<file path="src/hw/rtl/chd_pkg.sv">
// shared types and constants for the chunked body decoder
`timescale 1ns / 1ps
`default_nettype none

package chd_pkg;

    localparam logic [7:0] CHAR_CR   = 8'h0D;
    localparam logic [7:0] CHAR_LF   = 8'h0A;
    localparam logic [7:0] CHAR_SEMI = 8'h3B;

    localparam logic [15:0] SIZE_WIN_RESET    = 16'd2048;
    localparam logic [15:0] TRAILER_WIN_RESET = 16'd8192;

    localparam int CFG_IDX_BITS = 2;
    localparam logic [CFG_IDX_BITS-1:0] CFG_SIZE_WIN    = 2'd0;
    localparam logic [CFG_IDX_BITS-1:0] CFG_TRAILER_WIN = 2'd1;

    localparam logic [1:0] ST_BUSY = 2'd0;
    localparam logic [1:0] ST_DONE = 2'd1;
    localparam logic [1:0] ST_BAD  = 2'd2;

    localparam int QUEUE_DEPTH = 4;
    localparam int QUEUE_PTR_BITS = $clog2(QUEUE_DEPTH);

    typedef enum logic [2:0] {
        PH_SIZE,
        PH_DATA,
        PH_DATA_CR,
        PH_DATA_LF,
        PH_TRAILER,
        PH_DONE,
        PH_ERROR
    } phase_t;

    // one classified request from the front to the back
    typedef struct packed {
        logic       restart;
        logic [7:0] data;
        logic       is_cr;
        logic       is_lf;
        logic       is_semi;
        logic       is_hex;
        logic [3:0] hex_val;
    } chd_item_t;

    typedef struct packed {
        logic [15:0] size_win;
        logic [15:0] trailer_win;
    } chd_cfg_t;

endpackage

`default_nettype wire

</file>
<file path="src/hw/rtl/chd_front.sv">
// byte classifier feeding the request queue
`timescale 1ns / 1ps
`default_nettype none

module chd_front
    import chd_pkg::*;
(
    input  wire logic       in_valid,
    output logic            in_ready,
    input  wire logic [7:0] in_data,
    input  wire logic       in_restart,
    output logic            push,
    output chd_item_t       item,
    input  wire logic       queue_ready
);

    always_comb
    begin
        item         = '0;
        item.restart = in_restart;
        item.data    = in_data;
        item.is_cr   = (in_data == CHAR_CR);
        item.is_lf   = (in_data == CHAR_LF);
        item.is_semi = (in_data == CHAR_SEMI);
        if (in_data >= 8'h30 && in_data <= 8'h39)
        begin
            item.is_hex  = 1'b1;
            item.hex_val = in_data[3:0];
        end
        else if ((in_data >= 8'h61 && in_data <= 8'h66) ||
                 (in_data >= 8'h41 && in_data <= 8'h46))
        begin
            // letters a-f and A-F share the low bits 1..6
            item.is_hex  = 1'b1;
            item.hex_val = in_data[3:0] + 4'd9;
        end
    end

    assign in_ready = queue_ready;
    assign push     = in_valid && queue_ready;

endmodule

`default_nettype wire

</file>
<file path="src/hw/rtl/chd_queue.sv">
// short request queue between classifier and parser
`timescale 1ns / 1ps
`default_nettype none

module chd_queue
    import chd_pkg::*;
(
    input  wire logic       clk,
    input  wire logic       rst_n,
    input  wire logic       push,
    input  wire chd_item_t  push_item,
    output logic            ready,
    input  wire logic       pop,
    output chd_item_t       pop_item,
    output logic            valid
);

    chd_item_t                 mem_reg [QUEUE_DEPTH];
    logic [QUEUE_PTR_BITS-1:0] wr_ptr_reg;
    logic [QUEUE_PTR_BITS-1:0] rd_ptr_reg;
    logic [QUEUE_PTR_BITS:0]   count_reg;
    logic [QUEUE_PTR_BITS:0]   count_next;

    assign ready    = (count_reg != (QUEUE_PTR_BITS + 1)'(QUEUE_DEPTH));
    assign valid    = (count_reg != '0);
    assign pop_item = mem_reg[rd_ptr_reg];

    always_comb
    begin
        count_next = count_reg;
        if (push && !pop)
            count_next = count_reg + 1'b1;
        else if (pop && !push)
            count_next = count_reg - 1'b1;
    end

    always_ff @(posedge clk)
    begin
        if (push)
            mem_reg[wr_ptr_reg] <= push_item;
    end

    always_ff @(posedge clk or negedge rst_n)
    begin
        if (!rst_n)
        begin
            wr_ptr_reg <= '0;
            rd_ptr_reg <= '0;
            count_reg  <= '0;
        end
        else
        begin
            if (push)
                wr_ptr_reg <= wr_ptr_reg + 1'b1;
            if (pop)
                rd_ptr_reg <= rd_ptr_reg + 1'b1;
            count_reg <= count_next;
        end
    end

    a_no_overflow: assert property (@(posedge clk) disable iff (!rst_n)
        (push && !pop) |-> ready)
        else $error("queue push while full");

    a_no_underflow: assert property (@(posedge clk) disable iff (!rst_n)
        pop |-> valid)
        else $error("queue pop while empty");

endmodule

`default_nettype wire

</file>
<file path="src/hw/rtl/chd_back.sv">
// parser state machine and registered result stage
`timescale 1ns / 1ps
`default_nettype none

module chd_back
    import chd_pkg::*;
#(
    parameter int LEN_BITS = 32
)
(
    input  wire logic       clk,
    input  wire logic       rst_n,
    input  wire chd_cfg_t   cfg,
    input  wire logic       q_valid,
    input  wire chd_item_t  item,
    output logic            pop,
    output logic            out_valid,
    input  wire logic       out_ready,
    output logic [7:0]      out_byte,
    output logic            out_payload_valid,
    output logic [1:0]      out_status
);

    phase_t              phase_reg, phase_next, cur_phase;
    logic [LEN_BITS-1:0] size_reg, size_next, cur_size;
    logic [LEN_BITS-1:0] left_reg, left_next, cur_left;
    logic [15:0]         wc_reg, wc_next, cur_wc, cnt;
    logic                digit_reg, digit_next, cur_digit;
    logic                ext_reg, ext_next, cur_ext;
    logic                bad_reg, bad_next, cur_bad;
    logic [1:0]          crlf_reg, crlf_next, cur_crlf;

    logic                out_valid_reg;
    logic [7:0]          out_byte_reg;
    logic                out_pv_reg;
    logic [1:0]          out_status_reg;

    logic                lf_end, line_ok, size_over;
    logic [1:0]          tr_crlf;
    logic                tr_done, tr_bad;
    logic                res_valid;
    logic [1:0]          res_status;

    assign pop = q_valid && (!out_valid_reg || out_ready);

    // restart clears the parser ahead of this byte
    always_comb
    begin
        cur_phase = item.restart ? PH_SIZE : phase_reg;
        cur_size  = item.restart ? '0 : size_reg;
        cur_left  = item.restart ? '0 : left_reg;
        cur_wc    = item.restart ? '0 : wc_reg;
        cur_digit = item.restart ? 1'b0 : digit_reg;
        cur_ext   = item.restart ? 1'b0 : ext_reg;
        cur_bad   = item.restart ? 1'b0 : bad_reg;
        cur_crlf  = item.restart ? 2'd0 : crlf_reg;
    end

    // shared line and trailer matching
    always_comb
    begin
        cnt       = (cur_wc == 16'hFFFF) ? cur_wc : cur_wc + 16'd1;
        lf_end    = (cur_crlf == 2'd1) && item.is_lf;
        line_ok   = cur_digit && !cur_bad;
        size_over = (cnt >= cfg.size_win);
        tr_crlf   = 2'd0;
        tr_done   = 1'b0;
        if (!cur_crlf[0])
            tr_crlf = item.is_cr ? cur_crlf + 2'd1 : 2'd0;
        else if (item.is_lf)
        begin
            if (cur_crlf == 2'd3)
                tr_done = 1'b1;
            else
                tr_crlf = cur_crlf + 2'd1;
        end
        else
            tr_crlf = item.is_cr ? 2'd1 : 2'd0;
        if (cnt == 16'd2 && tr_crlf == 2'd2)
            tr_done = 1'b1;
        tr_bad = !tr_done && !(cnt == 16'd1 && item.is_cr) && (cnt >= cfg.trailer_win);
    end

    // next state
    always_comb
    begin
        phase_next = cur_phase;
        size_next  = cur_size;
        left_next  = cur_left;
        wc_next    = cur_wc;
        digit_next = cur_digit;
        ext_next   = cur_ext;
        bad_next   = cur_bad;
        crlf_next  = cur_crlf;
        unique case (cur_phase)
            PH_SIZE:
            begin
                wc_next = cnt;
                if (lf_end)
                begin
                    size_next  = '0;
                    wc_next    = '0;
                    digit_next = 1'b0;
                    ext_next   = 1'b0;
                    bad_next   = 1'b0;
                    crlf_next  = 2'd0;
                    if (!line_ok)
                        phase_next = PH_ERROR;
                    else if (cur_size == '0)
                        phase_next = PH_TRAILER;
                    else
                    begin
                        left_next  = cur_size;
                        phase_next = PH_DATA;
                    end
                end
                else
                begin
                    // a lone cr outside an extension marks the line bad
                    if (cur_crlf == 2'd1 && !cur_ext)
                        bad_next = 1'b1;
                    crlf_next = 2'd0;
                    if (item.is_cr)
                        crlf_next = 2'd1;
                    else if (cur_ext)
                        ext_next = 1'b1;
                    else if (item.is_semi)
                        ext_next = 1'b1;
                    else if (!item.is_hex)
                        bad_next = 1'b1;
                    else
                    begin
                        if (cur_size[LEN_BITS-1 -: 4] != 4'd0)
                            bad_next = 1'b1;
                        size_next  = {cur_size[LEN_BITS-5:0], item.hex_val};
                        digit_next = 1'b1;
                    end
                    if (size_over)
                        phase_next = PH_ERROR;
                end
            end
            PH_DATA:
            begin
                if (cur_left != '0)
                    left_next = cur_left - 1'b1;
                if (cur_left <= LEN_BITS'(1))
                    phase_next = PH_DATA_CR;
            end
            PH_DATA_CR:
                phase_next = item.is_cr ? PH_DATA_LF : PH_ERROR;
            PH_DATA_LF:
            begin
                if (item.is_lf)
                begin
                    phase_next = PH_SIZE;
                    size_next  = '0;
                    wc_next    = '0;
                    digit_next = 1'b0;
                    ext_next   = 1'b0;
                    bad_next   = 1'b0;
                    crlf_next  = 2'd0;
                end
                else
                    phase_next = PH_ERROR;
            end
            PH_TRAILER:
            begin
                wc_next   = cnt;
                crlf_next = tr_crlf;
                if (tr_done)
                    phase_next = PH_DONE;
                else if (tr_bad)
                    phase_next = PH_ERROR;
            end
            PH_DONE:
                phase_next = PH_DONE;
            default:
                phase_next = PH_ERROR;
        endcase
    end

    // result for this byte
    always_comb
    begin
        res_valid  = 1'b0;
        res_status = ST_BUSY;
        unique case (cur_phase)
            PH_SIZE:
            begin
                if (lf_end)
                    res_status = line_ok ? ST_BUSY : ST_BAD;
                else
                    res_status = size_over ? ST_BAD : ST_BUSY;
            end
            PH_DATA:
                res_valid = 1'b1;
            PH_DATA_CR:
                res_status = item.is_cr ? ST_BUSY : ST_BAD;
            PH_DATA_LF:
                res_status = item.is_lf ? ST_BUSY : ST_BAD;
            PH_TRAILER:
                res_status = tr_done ? ST_DONE : (tr_bad ? ST_BAD : ST_BUSY);
            PH_DONE:
                res_status = ST_BUSY;
            default:
                res_status = ST_BAD;
        endcase
    end

    always_ff @(posedge clk or negedge rst_n)
    begin
        if (!rst_n)
        begin
            phase_reg     <= PH_SIZE;
            size_reg      <= '0;
            left_reg      <= '0;
            wc_reg        <= '0;
            digit_reg     <= 1'b0;
            ext_reg       <= 1'b0;
            bad_reg       <= 1'b0;
            crlf_reg      <= 2'd0;
            out_valid_reg <= 1'b0;
        end
        else
        begin
            if (pop)
            begin
                phase_reg <= phase_next;
                size_reg  <= size_next;
                left_reg  <= left_next;
                wc_reg    <= wc_next;
                digit_reg <= digit_next;
                ext_reg   <= ext_next;
                bad_reg   <= bad_next;
                crlf_reg  <= crlf_next;
            end
            if (pop)
                out_valid_reg <= 1'b1;
            else if (out_ready)
                out_valid_reg <= 1'b0;
        end
    end

    always_ff @(posedge clk)
    begin
        if (pop)
        begin
            out_byte_reg   <= res_valid ? item.data : 8'd0;
            out_pv_reg     <= res_valid;
            out_status_reg <= res_status;
        end
    end

    assign out_valid         = out_valid_reg;
    assign out_byte          = out_byte_reg;
    assign out_payload_valid = out_pv_reg;
    assign out_status        = out_status_reg;

    a_payload_busy: assert property (@(posedge clk) disable iff (!rst_n)
        (out_valid_reg && out_pv_reg) |-> (out_status_reg == ST_BUSY))
        else $error("payload byte carries a final status");

    a_error_sticks: assert property (@(posedge clk) disable iff (!rst_n)
        (pop && !item.restart && phase_reg == PH_ERROR) |=> (out_status_reg == ST_BAD))
        else $error("malformed body did not keep reporting");

    a_done_quiet: assert property (@(posedge clk) disable iff (!rst_n)
        (pop && !item.restart && phase_reg == PH_DONE)
        |=> (out_status_reg == ST_BUSY && !out_pv_reg))
        else $error("byte after completion not ignored");

    a_data_leaves_size: assert property (@(posedge clk) disable iff (!rst_n)
        (pop && phase_next == PH_DATA && cur_phase == PH_SIZE) |-> (cur_size != '0))
        else $error("data phase entered with zero length");

endmodule

`default_nettype wire

</file>
<file path="src/hw/rtl/http_chunked_body_decoder.sv">
// top level of the chunked body decoder: config registers, front, queue, back
//
// channel   dir  handshake               contents
// s_axis    in   s_axis_tvalid/tready    tdata[7:0] data_byte, tuser[0] restart
// m_axis    out  m_axis_tvalid/tready    tdata[7:0] payload_byte,
//                                        tuser[0] payload_valid, tuser[2:1] status
// cfg       in   cfg_valid/cfg_ready     cfg_index 0 size_line_window, 1 trailer_window
//
// one byte per cycle while m_axis_tready stays high; a byte taken on s_axis is written
// into the queue, then popped into the registered result stage that drives m_axis
// the four-entry queue absorbs stalls so the classifier keeps taking bytes until it is full
// the parser state update on each popped byte sets the feedback loop
// reset sets the parser to expect a size line and loads the default windows
`timescale 1ns / 1ps
`default_nettype none

module http_chunked_body_decoder
    import chd_pkg::*;
#(
    parameter int LEN_BITS = 32
)
(
    input  wire logic                    clk,
    input  wire logic                    rst_n,
    input  wire logic                    s_axis_tvalid,
    output logic                         s_axis_tready,
    input  wire logic [7:0]              s_axis_tdata,   // data_byte
    input  wire logic                    s_axis_tuser,   // restart
    output logic                         m_axis_tvalid,
    input  wire logic                    m_axis_tready,
    output logic [7:0]                   m_axis_tdata,   // payload_byte
    output logic [2:0]                   m_axis_tuser,   // payload_valid, status[1:0]
    input  wire logic                    cfg_valid,
    output logic                         cfg_ready,
    input  wire logic [CFG_IDX_BITS-1:0] cfg_index,
    input  wire logic [15:0]             cfg_data
);

    chd_cfg_t  cfg_reg;
    chd_item_t front_item, queue_item;
    logic      push, queue_ready, queue_valid, pop;
    logic      pv;
    logic [1:0] status;

    assign cfg_ready = 1'b1;

    always_ff @(posedge clk or negedge rst_n)
    begin
        if (!rst_n)
        begin
            cfg_reg.size_win    <= SIZE_WIN_RESET;
            cfg_reg.trailer_win <= TRAILER_WIN_RESET;
        end
        else if (cfg_valid && cfg_ready)
        begin
            case (cfg_index)
                CFG_SIZE_WIN:    cfg_reg.size_win    <= cfg_data;
                CFG_TRAILER_WIN: cfg_reg.trailer_win <= cfg_data;
                default:         ;
            endcase
        end
    end

    chd_front u_front (
        .in_valid    (s_axis_tvalid),
        .in_ready    (s_axis_tready),
        .in_data     (s_axis_tdata),
        .in_restart  (s_axis_tuser),
        .push        (push),
        .item        (front_item),
        .queue_ready (queue_ready)
    );

    chd_queue u_queue (
        .clk       (clk),
        .rst_n     (rst_n),
        .push      (push),
        .push_item (front_item),
        .ready     (queue_ready),
        .pop       (pop),
        .pop_item  (queue_item),
        .valid     (queue_valid)
    );

    chd_back #(
        .LEN_BITS (LEN_BITS)
    ) u_back (
        .clk               (clk),
        .rst_n             (rst_n),
        .cfg               (cfg_reg),
        .q_valid           (queue_valid),
        .item              (queue_item),
        .pop               (pop),
        .out_valid         (m_axis_tvalid),
        .out_ready         (m_axis_tready),
        .out_byte          (m_axis_tdata),
        .out_payload_valid (pv),
        .out_status        (status)
    );

    assign m_axis_tuser = {status, pv};

endmodule

`default_nettype wire
</file>
<file path="config.mk">
export PLATFORM = sky130hd
export DESIGN_NAME = http_chunked_body_decoder
export DESIGN_NICKNAME = d
export VERILOG_FILES = /design/src/hw/rtl/chd_pkg.sv /design/src/hw/rtl/chd_front.sv /design/src/hw/rtl/chd_queue.sv /design/src/hw/rtl/chd_back.sv /design/src/hw/rtl/http_chunked_body_decoder.sv
export SDC_FILE = /design/constraint.sdc
export NUM_CORES = 1
export LEC_CHECK = 0
export BUFFER_PORTS_ARGS = -buffer_cell sky130_fd_sc_hd__buf_2
export CAP_MARGIN = 30
export CELL_PAD_IN_SITES_DETAIL_PLACEMENT = 0
export CELL_PAD_IN_SITES_GLOBAL_PLACEMENT = 1
export CORE_ASPECT_RATIO = 2
export CORE_MARGIN = 2
export CORE_UTILIZATION = 54
export DETAILED_ROUTE_END_ITERATION = 10
export PLACE_DENSITY_LB_ADDON = 0.1
export SKIP_LAST_GASP = 1
export SLEW_MARGIN = 20
export SYNTH_ARGS = -nofsm -noshare
export SYNTH_HDL_FRONTEND = slang
export SYNTH_SLANG_ARGS = --single-unit
</file>
<file path="constraint.sdc">
create_clock -name clk -period 8.9 [get_ports clk]
set_input_delay 1.78 -clock clk [delete_from_list [all_inputs] [get_ports clk]]
set_output_delay 1.78 -clock clk [all_outputs]
set_load 0.01 [all_outputs]
</file>
==> flow_metrics.tcl, run 1 <==
set metrics [dict create \
    largest_reg_flops 68 \
    slew_viol_final 0 \
    fin_crit_sh_pct 64.4 \
    wl_per_cell_um 21.5 \
    drtPass1Iterations 5 \
    crit_required_ns 9.16 \
    synth_common_cells "126 x dfrtp_1, 95 x nand2_1, 84 x o21ai_0, 79 x edfxtp_1, 66 x nor2_1" \
    routed_wl_um 28700 \
    synth_seq_cells 207 \
    min_path_cells 2 \
    row_count 74 \
    clock.fmax_ghz 0.175 \
    cts_hold_buf 0 \
    slew-limit-headroom_pct 32.9 \
    grt_max_degree 74 \
    top_usage_layer "met2" \
    fp.dieH_um 207 \
    vias 8428 \
    r2r_cells 16 \
    vias_per_cell 6.30 \
    synth_top_cell_area_share_pct 28.5 \
    clk_pin_slew_ns 0.07 \
    dieArea_um2 21700 \
    grt_use_met3_pct 3.00 \
    cts.repair.resized 0 \
    hold_end "u_back.crlf_reg[1]" \
    power.leakage_nw 5.26 \
    ant_nets 0 \
    finalPower_mw 3.81 \
    yosysMostFrequentCell "dfrtp_1" \
    netlist.top_cell.by_area "dfrtp_1" \
    fin_hold_ws_ns 0.487 \
    maxCapViolCount 0 \
    synth_area_leaders "dfrtp_1 28%, edfxtp_1 21%, ha_1 5.2%, a22o_1 4.0%, o21ai_0 3.8%" \
    synth_cell_type_count 77 \
    hold_start "u_back.crlf_reg[1]" \
    finalHoldViolations 0 \
    post_cts.repair.setup_buffers 0 \
    grt_antenna_before_repair 0 \
    r2r_end "u_back.out_status[1]" \
    post-route-drc-count 0 \
    cts_made_buffers 20 \
    area_growth_pct 10.1 \
    synthArstFlopShare_pct 61.8 \
    ctsLongestPathBuffers 3 \
    cts_tree "yes" \
    critPathKind "reg -> reg" \
    end_kind "flop" \
    synth_fp_nets 1115 \
    cp.arrival_ns 5.99 \
    crit_fanout 41 \
    ir_drop_mv 0.265 \
    start_util_pct 54.6 \
    nNetsFinal 1137 \
    overflow 0 \
    worstHoldPathType "reg -> reg" \
    rsz0062_at_grt "false" \
    grt_use_met2_pct 49.9 \
    synth_edf_count 79 \
    num_io_pins 46 \
    fin_tns_setup_ns 0 \
    synth.avg_cell_area_um2 10.7 \
    drive_above_1_share_pct 13.2 \
    synth_area_um2 11100 \
    netlist_instances 1036 \
    grt_pass1_wl_um 45600 \
    drt_iter0_drc 375 \
    io_buffer_count 44 \
    r2r-start "u_queue.rd_ptr_reg[1]" \
    met1_usage_pct 29.0 \
    clk_latency_ns 0.51 \
    place_congestion 0.899 \
    clock_tree.root_cell "clkbuf_16" \
    regToRegSetupSlack_ns 3.17 \
    status "complete, no violations" \
    diodes 0 \
    yosys_most_used_dff "dfrtp_1" \
    die_x_um 105 \
    startpoint_type "flop" \
    track_usage_pct 26.9 \
    clock-sinks 207 \
    coreArea_um2 20300 \
    cts.htree.levels 1 \
    layout_min_cycle_time_ns 5.73 \
    dp_hpwl_um 20100 \
    worstMarginPinSlew_ns 0.998 \
    setup_viol 0 \
    synth-seq-area-share_pct 50.4 \
    grt_pass1_vias 8650 \
    yosysWarningCount 0 \
    finClkSkew_ns 0.0110 \
    cellPowerDensity_nw_per_um2 312 \
]
[per-layer routing]
metal  wire length [um]  share of wire, %
met5                  0                 0
met4               1860               6.5
met3                994               3.5
met2              15400                54
met1              10400                36
[cells in the final DEF, fill, tap and decap left out, drive strengths merged, types with 16 or more instances in the layout]
| cell type | instances |
|---|---|
| edfxtp | 79 |
| ha | 46 |
| nand2 | 95 |
| a21oi | 49 |
| nor3 | 32 |
| nor2 | 67 |
| buf | 57 |
| inv | 52 |
| mux4 | 16 |
| nor4 | 20 |
| dfrtp | 126 |
| mux2i | 17 |
| o21ai | 87 |
| clkbuf | 27 |
| nand3 | 20 |
| mux2 | 21 |
| a22o | 52 |
[power breakdown]
group	switching, mW	internal [mW]	total (mW)	leakage [nW]
sequential	0.172	1.19	1.37	2.44
clock	0.371	0.543	0.914	0.334
combinational	0.999	0.532	1.53	2.48
[worst max-delay path by stage]
stage                          start                   end  slack [ns]  depth (start not counted)
5_1_grt        u_queue.rd_ptr_reg[1]  u_back.out_status[1]        2.73                         17
3_5_place_dp   u_queue.rd_ptr_reg[1]  u_back.out_status[1]        3.20                         16
3_3_place_gp   u_queue.rd_ptr_reg[1]  u_back.out_status[1]        3.32                         16
2_1_floorplan  u_queue.rd_ptr_reg[1]  u_back.out_status[1]        4.62                         18
4_1_cts        u_queue.rd_ptr_reg[1]  u_back.out_status[1]        3.19                         17
6_report       u_queue.rd_ptr_reg[1]  u_back.out_status[1]        3.17                         16
[per-stage QoR]
| stage | cells | util [%] | setup slack, ns | cell area (um^2) |
|---|---|---|---|---|
| after floorplan | 1036 | - | 4.62 | 11100 |
| after global placement | 1301 | 56.5 | 3.32 | 11500 |
| after detailed placement | 1301 | 56.6 | 3.20 | 11500 |
| after CTS | 1337 | 60.0 | 3.19 | 12200 |
| after global routing | 1338 | 60.1 | 2.73 | 12200 |
| final | 1338 | 60.1 | 3.17 | 12200 |
[area by class of cell]
cell class	count	area [um^2]
clock buffer	27	537
sequential	207	5580
fill	1723	8080
multi-input combinational	718	5040
inverter	54	203
timing repair buffer	57	344
tap	266	333
clock inverter	9	161
[cell families after synthesis]
family	count (synthesis)	share of synthesized area [%]
flops	207	50.4
xor+xnor	13	1.03
compound gates	279	16.9
simple gates	324	15.0
mux	54	7.07
fa+ha+maj	47	5.38
other cells	1	0.0339
buf+inv	111	4.23
[worst max-delay path, stage by stage (launching register included)]
cell      delay (ns)
dfrtp_1         0.97
mux2i_1         0.41
mux2_4          0.55
and2_1          0.26
ha_1            0.34
and4_4          0.31
nand4_1         0.36
nor2_1          0.45
mux2_2          0.42
ha_1            0.28
a21o_1          0.16
a21o_1          0.17
a21oi_1         0.16
o21ai_0         0.10
a21oi_1         0.23
a211oi_1        0.09
nand3b_1        0.18
(Power assumes the default switching activity.)
==> run 2, diff against run 1 <==
- CORE_UTILIZATION: 54 -> 45
- clock period: 8.9 -> 4.9 ns (I/O delays scaled with it)
==> run 2 against run 1 <==
Net effect:
- fmax is 22% higher
- register-to-register slack worse by 3.0 ns
- setup slack got worse by 3.0 ns
- cell area up 1.4%
- global-route usage down 2.9 points
- die area is 19% higher
- sequential power increased by 79%
- sequential share of layout area is 0.63 points lower
- via count fell by 0.98%
- routed wire length grew 5.4%
- first-iteration DRC count grew 29%
- critical path type unchanged
- hold slack worse by 0.14 ns
- largest cell class unchanged
==> flow_metrics.tcl, run 2 (synthesized netlist as in run 1, its figures left out) <==
set metrics [dict create \
    nNetsFinal 1151 \
    slew_viol_final 0 \
    post-route-drc-count 0 \
    cts_made_buffers 22 \
    ir_drop_mv 0.361 \
    finClkSkew_ns 0.0263 \
    end_kind "flop" \
    clk_latency_ns 0.53 \
    pwr-share-seq_pct 34.7 \
    cts_hold_buf 0 \
    area_growth_pct 11.7 \
    track_usage_pct 24.0 \
    cp-startpoint "u_queue.rd_ptr_reg[1]" \
    switching_power_mw 2.86 \
    clock.fmax_ghz 0.213 \
    p_comb_share_pct 40.9 \
    fin_tns_setup_ns 0 \
    finalHoldViolations 0 \
    grt_max_degree 76 \
    slew-limit-headroom_pct 37.6 \
    fin_crit_sh_pct 96.0 \
    die_x_um 115 \
    cellPowerDensity_nw_per_um2 571 \
    start_util_pct 45.5 \
    drive_above_1_share_pct 14.5 \
    diodes 0 \
    critical-path-max-stage-delay_ns 0.43 \
    status "complete, no violations" \
    clock_tree.root_cell "clkbuf_16" \
    worstHoldPathType "in -> async" \
    vias 8345 \
    layout_common_cells "126 x dfrtp_1, 95 x nand2_1, 84 x o21ai_0, 79 x edfxtp_1, 66 x nor2_1" \
    largest_reg_flops 68 \
    crit_fanout 8 \
    r2r_end "u_back.out_status[1]" \
    utilization_pct 50.8 \
    rsz0062_at_grt "false" \
    overflow 0 \
    seq_area_um2 5580 \
    cts.repair.resized 0 \
    drt_iter0_drc 482 \
    io_buffer_count 44 \
    grt_pass1_vias 8667 \
    drtPass1Iterations 5 \
    num_io_pins 46 \
    wl_per_cell_um 22.0 \
    cts.htree.levels 1 \
    vias_per_cell 6.06 \
    fp.dieH_um 226 \
    maxCapViolCount 0 \
    coreArea_um2 24300 \
    startpoint_type "flop" \
    cp_cell_sequence "mux2i_1 -> mux2_4 -> and2_1 -> ha_1 -> and4_4 -> nand4_1 -> nor2_1 -> mux2_2 -> ha_1 -> a21o_1 -> a21o_1 -> a21oi_1 -> o21ai_0 -> a21oi_1 -> a211oi_1 -> nand3b_1" \
    p_int_mw 4.20 \
    routed_wl_um 30300 \
    clockPowerShare_pct 24.4 \
    final_common_cell "dfrtp_1" \
    place_congestion 0.840 \
    power.leakage_nw 5.35 \
    swShare_pct 40.5 \
    clock-sinks 207 \
    setup_viol 0 \
    post_cts.repair.setup_buffers 0 \
    critPathKind "reg -> reg" \
    cp.arrival_ns 4.97 \
    dieArea_um2 26000 \
    timing.critical_path.depth 16 \
    slowest_stage "mux2_2" \
    row_count 81 \
    path_buf_inv 0 \
    regToRegSetupSlack_ns 0.20 \
    crit_required_ns 5.16 \
    dp_hpwl_um 21400 \
    multi_input_area_um2 5030 \
    layout_min_cycle_time_ns 4.70 \
    crit_family "simple AND/OR/NAND/NOR gates" \
    fillerInstances 2233 \
    grt_antenna_before_repair 0 \
    r2r-start "u_queue.rd_ptr_reg[1]" \
    r2r_cells 16 \
    grt_pass1_wl_um 47600 \
    ctsLongestPathBuffers 3 \
    ant_nets 0 \
    cts_tree "yes" \
    clk_pin_slew_ns 0.06 \
    worstMarginPinSlew_ns 0.927 \
    cp-endpoint "u_back.out_status[1]" \
]
[run 2: changes by cell type in the layout (fill, tap and decap cells not counted), sizes merged]
cell / before / now
bufinv: 4 / 3
buf: 57 / 69
inv: 52 / 54
clkinvlp: 1 / 0
clkbuf: 27 / 29
clkinv: 6 / 8
[run 2: worst reg2reg max path, stage by stage, from the launching register on]
cell and delay [ns]:
dfrtp_1 0.40, mux2i_1 0.37, mux2_4 0.26, and2_1 0.19, ha_1 0.33, and4_4 0.31
nand4_1 0.37, nor2_1 0.42, mux2_2 0.43, ha_1 0.28, a21o_1 0.15, a21o_1 0.17
a21oi_1 0.15, o21ai_0 0.10, a21oi_1 0.24, a211oi_1 0.09, nand3b_1 0.18
[run 2: layout make-up]
| type | count | share of cell area (%) |
|---|---|---|
| repair buffers | 69 | 3.63 |
| inverters | 54 | 1.64 |
| clock inverters | 11 | 1.15 |
| multi-input cells | 718 | 40.7 |
| clock buffers | 29 | 4.83 |
| flip-flops and latches | 207 | 45.1 |
| well taps | 290 | 2.93 |
[run 2: through the flow]
step                cell area [um^2]  hold slack (ns)  total power, mW  worst slack [ns]  instances
CTS                            12300            0.344             7.12             0.222       1376
finish                         12400            0.349             7.06             0.195       1378
detailed placement             11600            0.477             5.36             0.276       1336
global placement               11600            0.468             5.35             0.368       1335
global route                   12400            0.360             7.51           0.00286       1378
floorplan                      11100            0.443             4.41             0.619       1036
[run 2: worst min-delay path by stage]
stage / to / depth (start not counted)
5_1_grt: u_back.wc_reg[10] / 1
3_3_place_gp: u_back.out_valid / 2
6_report: u_back.left_reg[11] / 1
4_1_cts: u_back.wc_reg[10] / 1
3_5_place_dp: u_back.crlf_reg[1] / 2
2_1_floorplan: u_back.crlf_reg[1] / 2
[run 2: power by group through the flow]
stage / clock network [mW] / registers (mW) / logic, mW
final: 1.72 / 2.45 / 2.89
after global routing: 1.83 / 2.49 / 3.19
after CTS: 1.78 / 2.45 / 2.89
after detailed placement: 0 / 2.48 / 2.88
after global placement: 0 / 2.48 / 2.87
after floorplan: 0 / 2.37 / 2.04
[run 2: routing by layer]
layer  routed length (um)  share of wire, %  GRT usage, %
met5                    0                 0             0
met4                 1410               4.6          10.9
met3                  861               2.8          2.84
met2                17000                56          46.2
met1                11000                36          25.3
==> run 3, diff against run 2 <==
- CORE_UTILIZATION: 45 -> 35
==> run 3 against run 2 <==
Net effect:
- count of clock-buffer cells in the layout increased by 4
- clock power about the same
- flip-flop and latch count unchanged
- sequential share of layout area is 0.48 points lower
- total power fell by 0.91%
- critical path depth rose by 1
- largest power group unchanged
- highest routed layer unchanged
==> flow_metrics.tcl, run 3 (synthesized netlist as in run 1, its figures left out) <==
set metrics [dict create \
    fin_crit_sh_pct 90.8 \
    cp.arrival_ns 4.71 \
    slew-limit-headroom_pct 38.6 \
    largest_reg_flops 68 \
    worstHoldPathType "reg -> reg" \
    fin_tns_setup_ns 0 \
    finalHoldViolations 0 \
    swShare_pct 40.4 \
    vias_per_cell 5.53 \
    critPathKind "reg -> reg" \
    clock-sinks 207 \
    r2r_cells 17 \
    cts_tree "yes" \
    post_cts.repair.setup_buffers 0 \
    num_io_pins 46 \
    crit_family "simple AND/OR/NAND/NOR gates" \
    cp_cell_sequence "mux2i_1 -> mux2_4 -> and2_1 -> ha_2 -> and4_4 -> and4_1 -> nand2_1 -> xnor2_1 -> ha_1 -> nand2b_1 -> a21o_1 -> a21o_1 -> a21oi_1 -> o21ai_0 -> a21oi_1 -> a211oi_1 -> nand3b_1" \
    clock_tree.root_cell "clkbuf_16" \
    setup_viol 0 \
    clk_pin_slew_ns 0.06 \
    coreArea_um2 31300 \
    drtPass1Iterations 5 \
    slew_viol_final 0 \
    drt_iter0_drc 473 \
    dieArea_um2 33200 \
    area_growth_pct 12.9 \
    finClkSkew_ns 0.0208 \
    switching_power_mw 2.83 \
    timing.critical_path.depth 17 \
    rsz0062_at_grt "false" \
    dp_hpwl_um 20400 \
    ctsLongestPathBuffers 3 \
    startpoint_type "flop" \
    cts_hold_buf 0 \
    overflow 0 \
    maxCapViolCount 0 \
    slowest_stage "dfrtp_1" \
    finalInstanceArea_um2 12500 \
    row_count 92 \
    final_common_cell "dfrtp_1" \
    status "complete, no violations" \
    fin_hold_ws_ns 0.493 \
    path_buf_inv 0 \
    utilization_pct 39.9 \
    place_ws_ns 0.349 \
    end_kind "flop" \
    post-route-drc-count 0 \
    ir_drop_mv 0.310 \
    clk_latency_ns 0.53 \
    nNetsFinal 1150 \
    ant_nets 0 \
    place_area_um2 11700 \
    clockPowerShare_pct 24.4 \
    pwr-share-seq_pct 34.9 \
    grt_pass1_wl_um 48800 \
    crit_required_ns 5.16 \
    power.leakage_nw 5.33 \
    critical-path-max-stage-delay_ns 0.40 \
    finalPower_mw 7.00 \
    p_int_mw 4.17 \
    cts.htree.levels 1 \
    io_buffer_count 44 \
    track_usage_pct 18.5 \
    start_util_pct 35.4 \
    cts.repair.resized 0 \
    grt_pass1_vias 8604 \
    layout_common_cells "126 x dfrtp_1, 95 x nand2_1, 84 x o21ai_0, 79 x edfxtp_1, 65 x nor2_1" \
    die_x_um 130 \
    setup_slack_ns 0.450 \
    diodes 0 \
    clock.fmax_ghz 0.225 \
    min_path_cells 2 \
    vias 8348 \
    wl_per_cell_um 19.8 \
    instances_no_fill 1510 \
    drive_above_1_share_pct 14.5 \
    p_comb_share_pct 40.7 \
    routed_wl_um 30000 \
    worstMarginPinSlew_ns 0.922 \
    place_congestion 0.810 \
    layout_min_cycle_time_ns 4.45 \
    cts_made_buffers 22 \
    grt_max_degree 80 \
    fp.dieH_um 256 \
    grt_antenna_before_repair 0 \
    dp_cells 1468 \
    crit_fanout 9 \
    cellPowerDensity_nw_per_um2 560 \
]
run 3: worst paths after layout:
kind | from | end | slack (ns)
max | u_queue.rd_ptr_reg[1] | u_back.out_status[1] | 0.45
min | u_back.out_valid | u_back.out_valid | 0.49
max reg2reg | u_queue.rd_ptr_reg[1] | u_back.out_status[1] | 0.45
min reg2reg | u_back.out_valid | u_back.out_valid | 0.49
max in group asynchronous | rst_n | u_back.left_reg[31] | 3.44
min in group asynchronous | rst_n | cfg_reg[10] | 0.52
run 3: final cells by class:
type / count / area (um^2)
multi-input combinational: 718 / 5040
timing repair buffer: 68 / 418
clock inverter: 7 / 100
inverter: 54 / 203
sequential: 207 / 5580
clock buffer: 33 / 632
fill: 3136 / 18800
tap: 423 / 529
run 3: power by group through the flow:
stage                     logic [mW]  clock network [mW]  registers, mW
final                           2.85                1.71           2.44
after global routing            3.19                1.83           2.49
after CTS                       2.86                1.77           2.44
after detailed placement        2.84                   0           2.47
after global placement          2.84                   0           2.47
after floorplan                 2.04                   0           2.37
run 3: worst reg2reg max path, cell delays in order, from the launching register on:
cell and delay (ns):
dfrtp_1 0.40, mux2i_1 0.34, mux2_4 0.30, and2_1 0.21, ha_2 0.28, and4_4 0.28, and4_1 0.29, nand2_1 0.22
xnor2_1 0.30, ha_1 0.27, nand2b_1 0.14, a21o_1 0.19, a21o_1 0.18, a21oi_1 0.16, o21ai_0 0.11, a21oi_1 0.24
a211oi_1 0.09, nand3b_1 0.20
run 3: routing by layer:
layer	wire length [um]	vias to the layer above	track usage [%]
met2	15000	182	31.3
met1	12900	4156	24.4
li1	-	3955	-
met4	902	0	6.33
met3	1100	55	2.24
met5	0	-	0
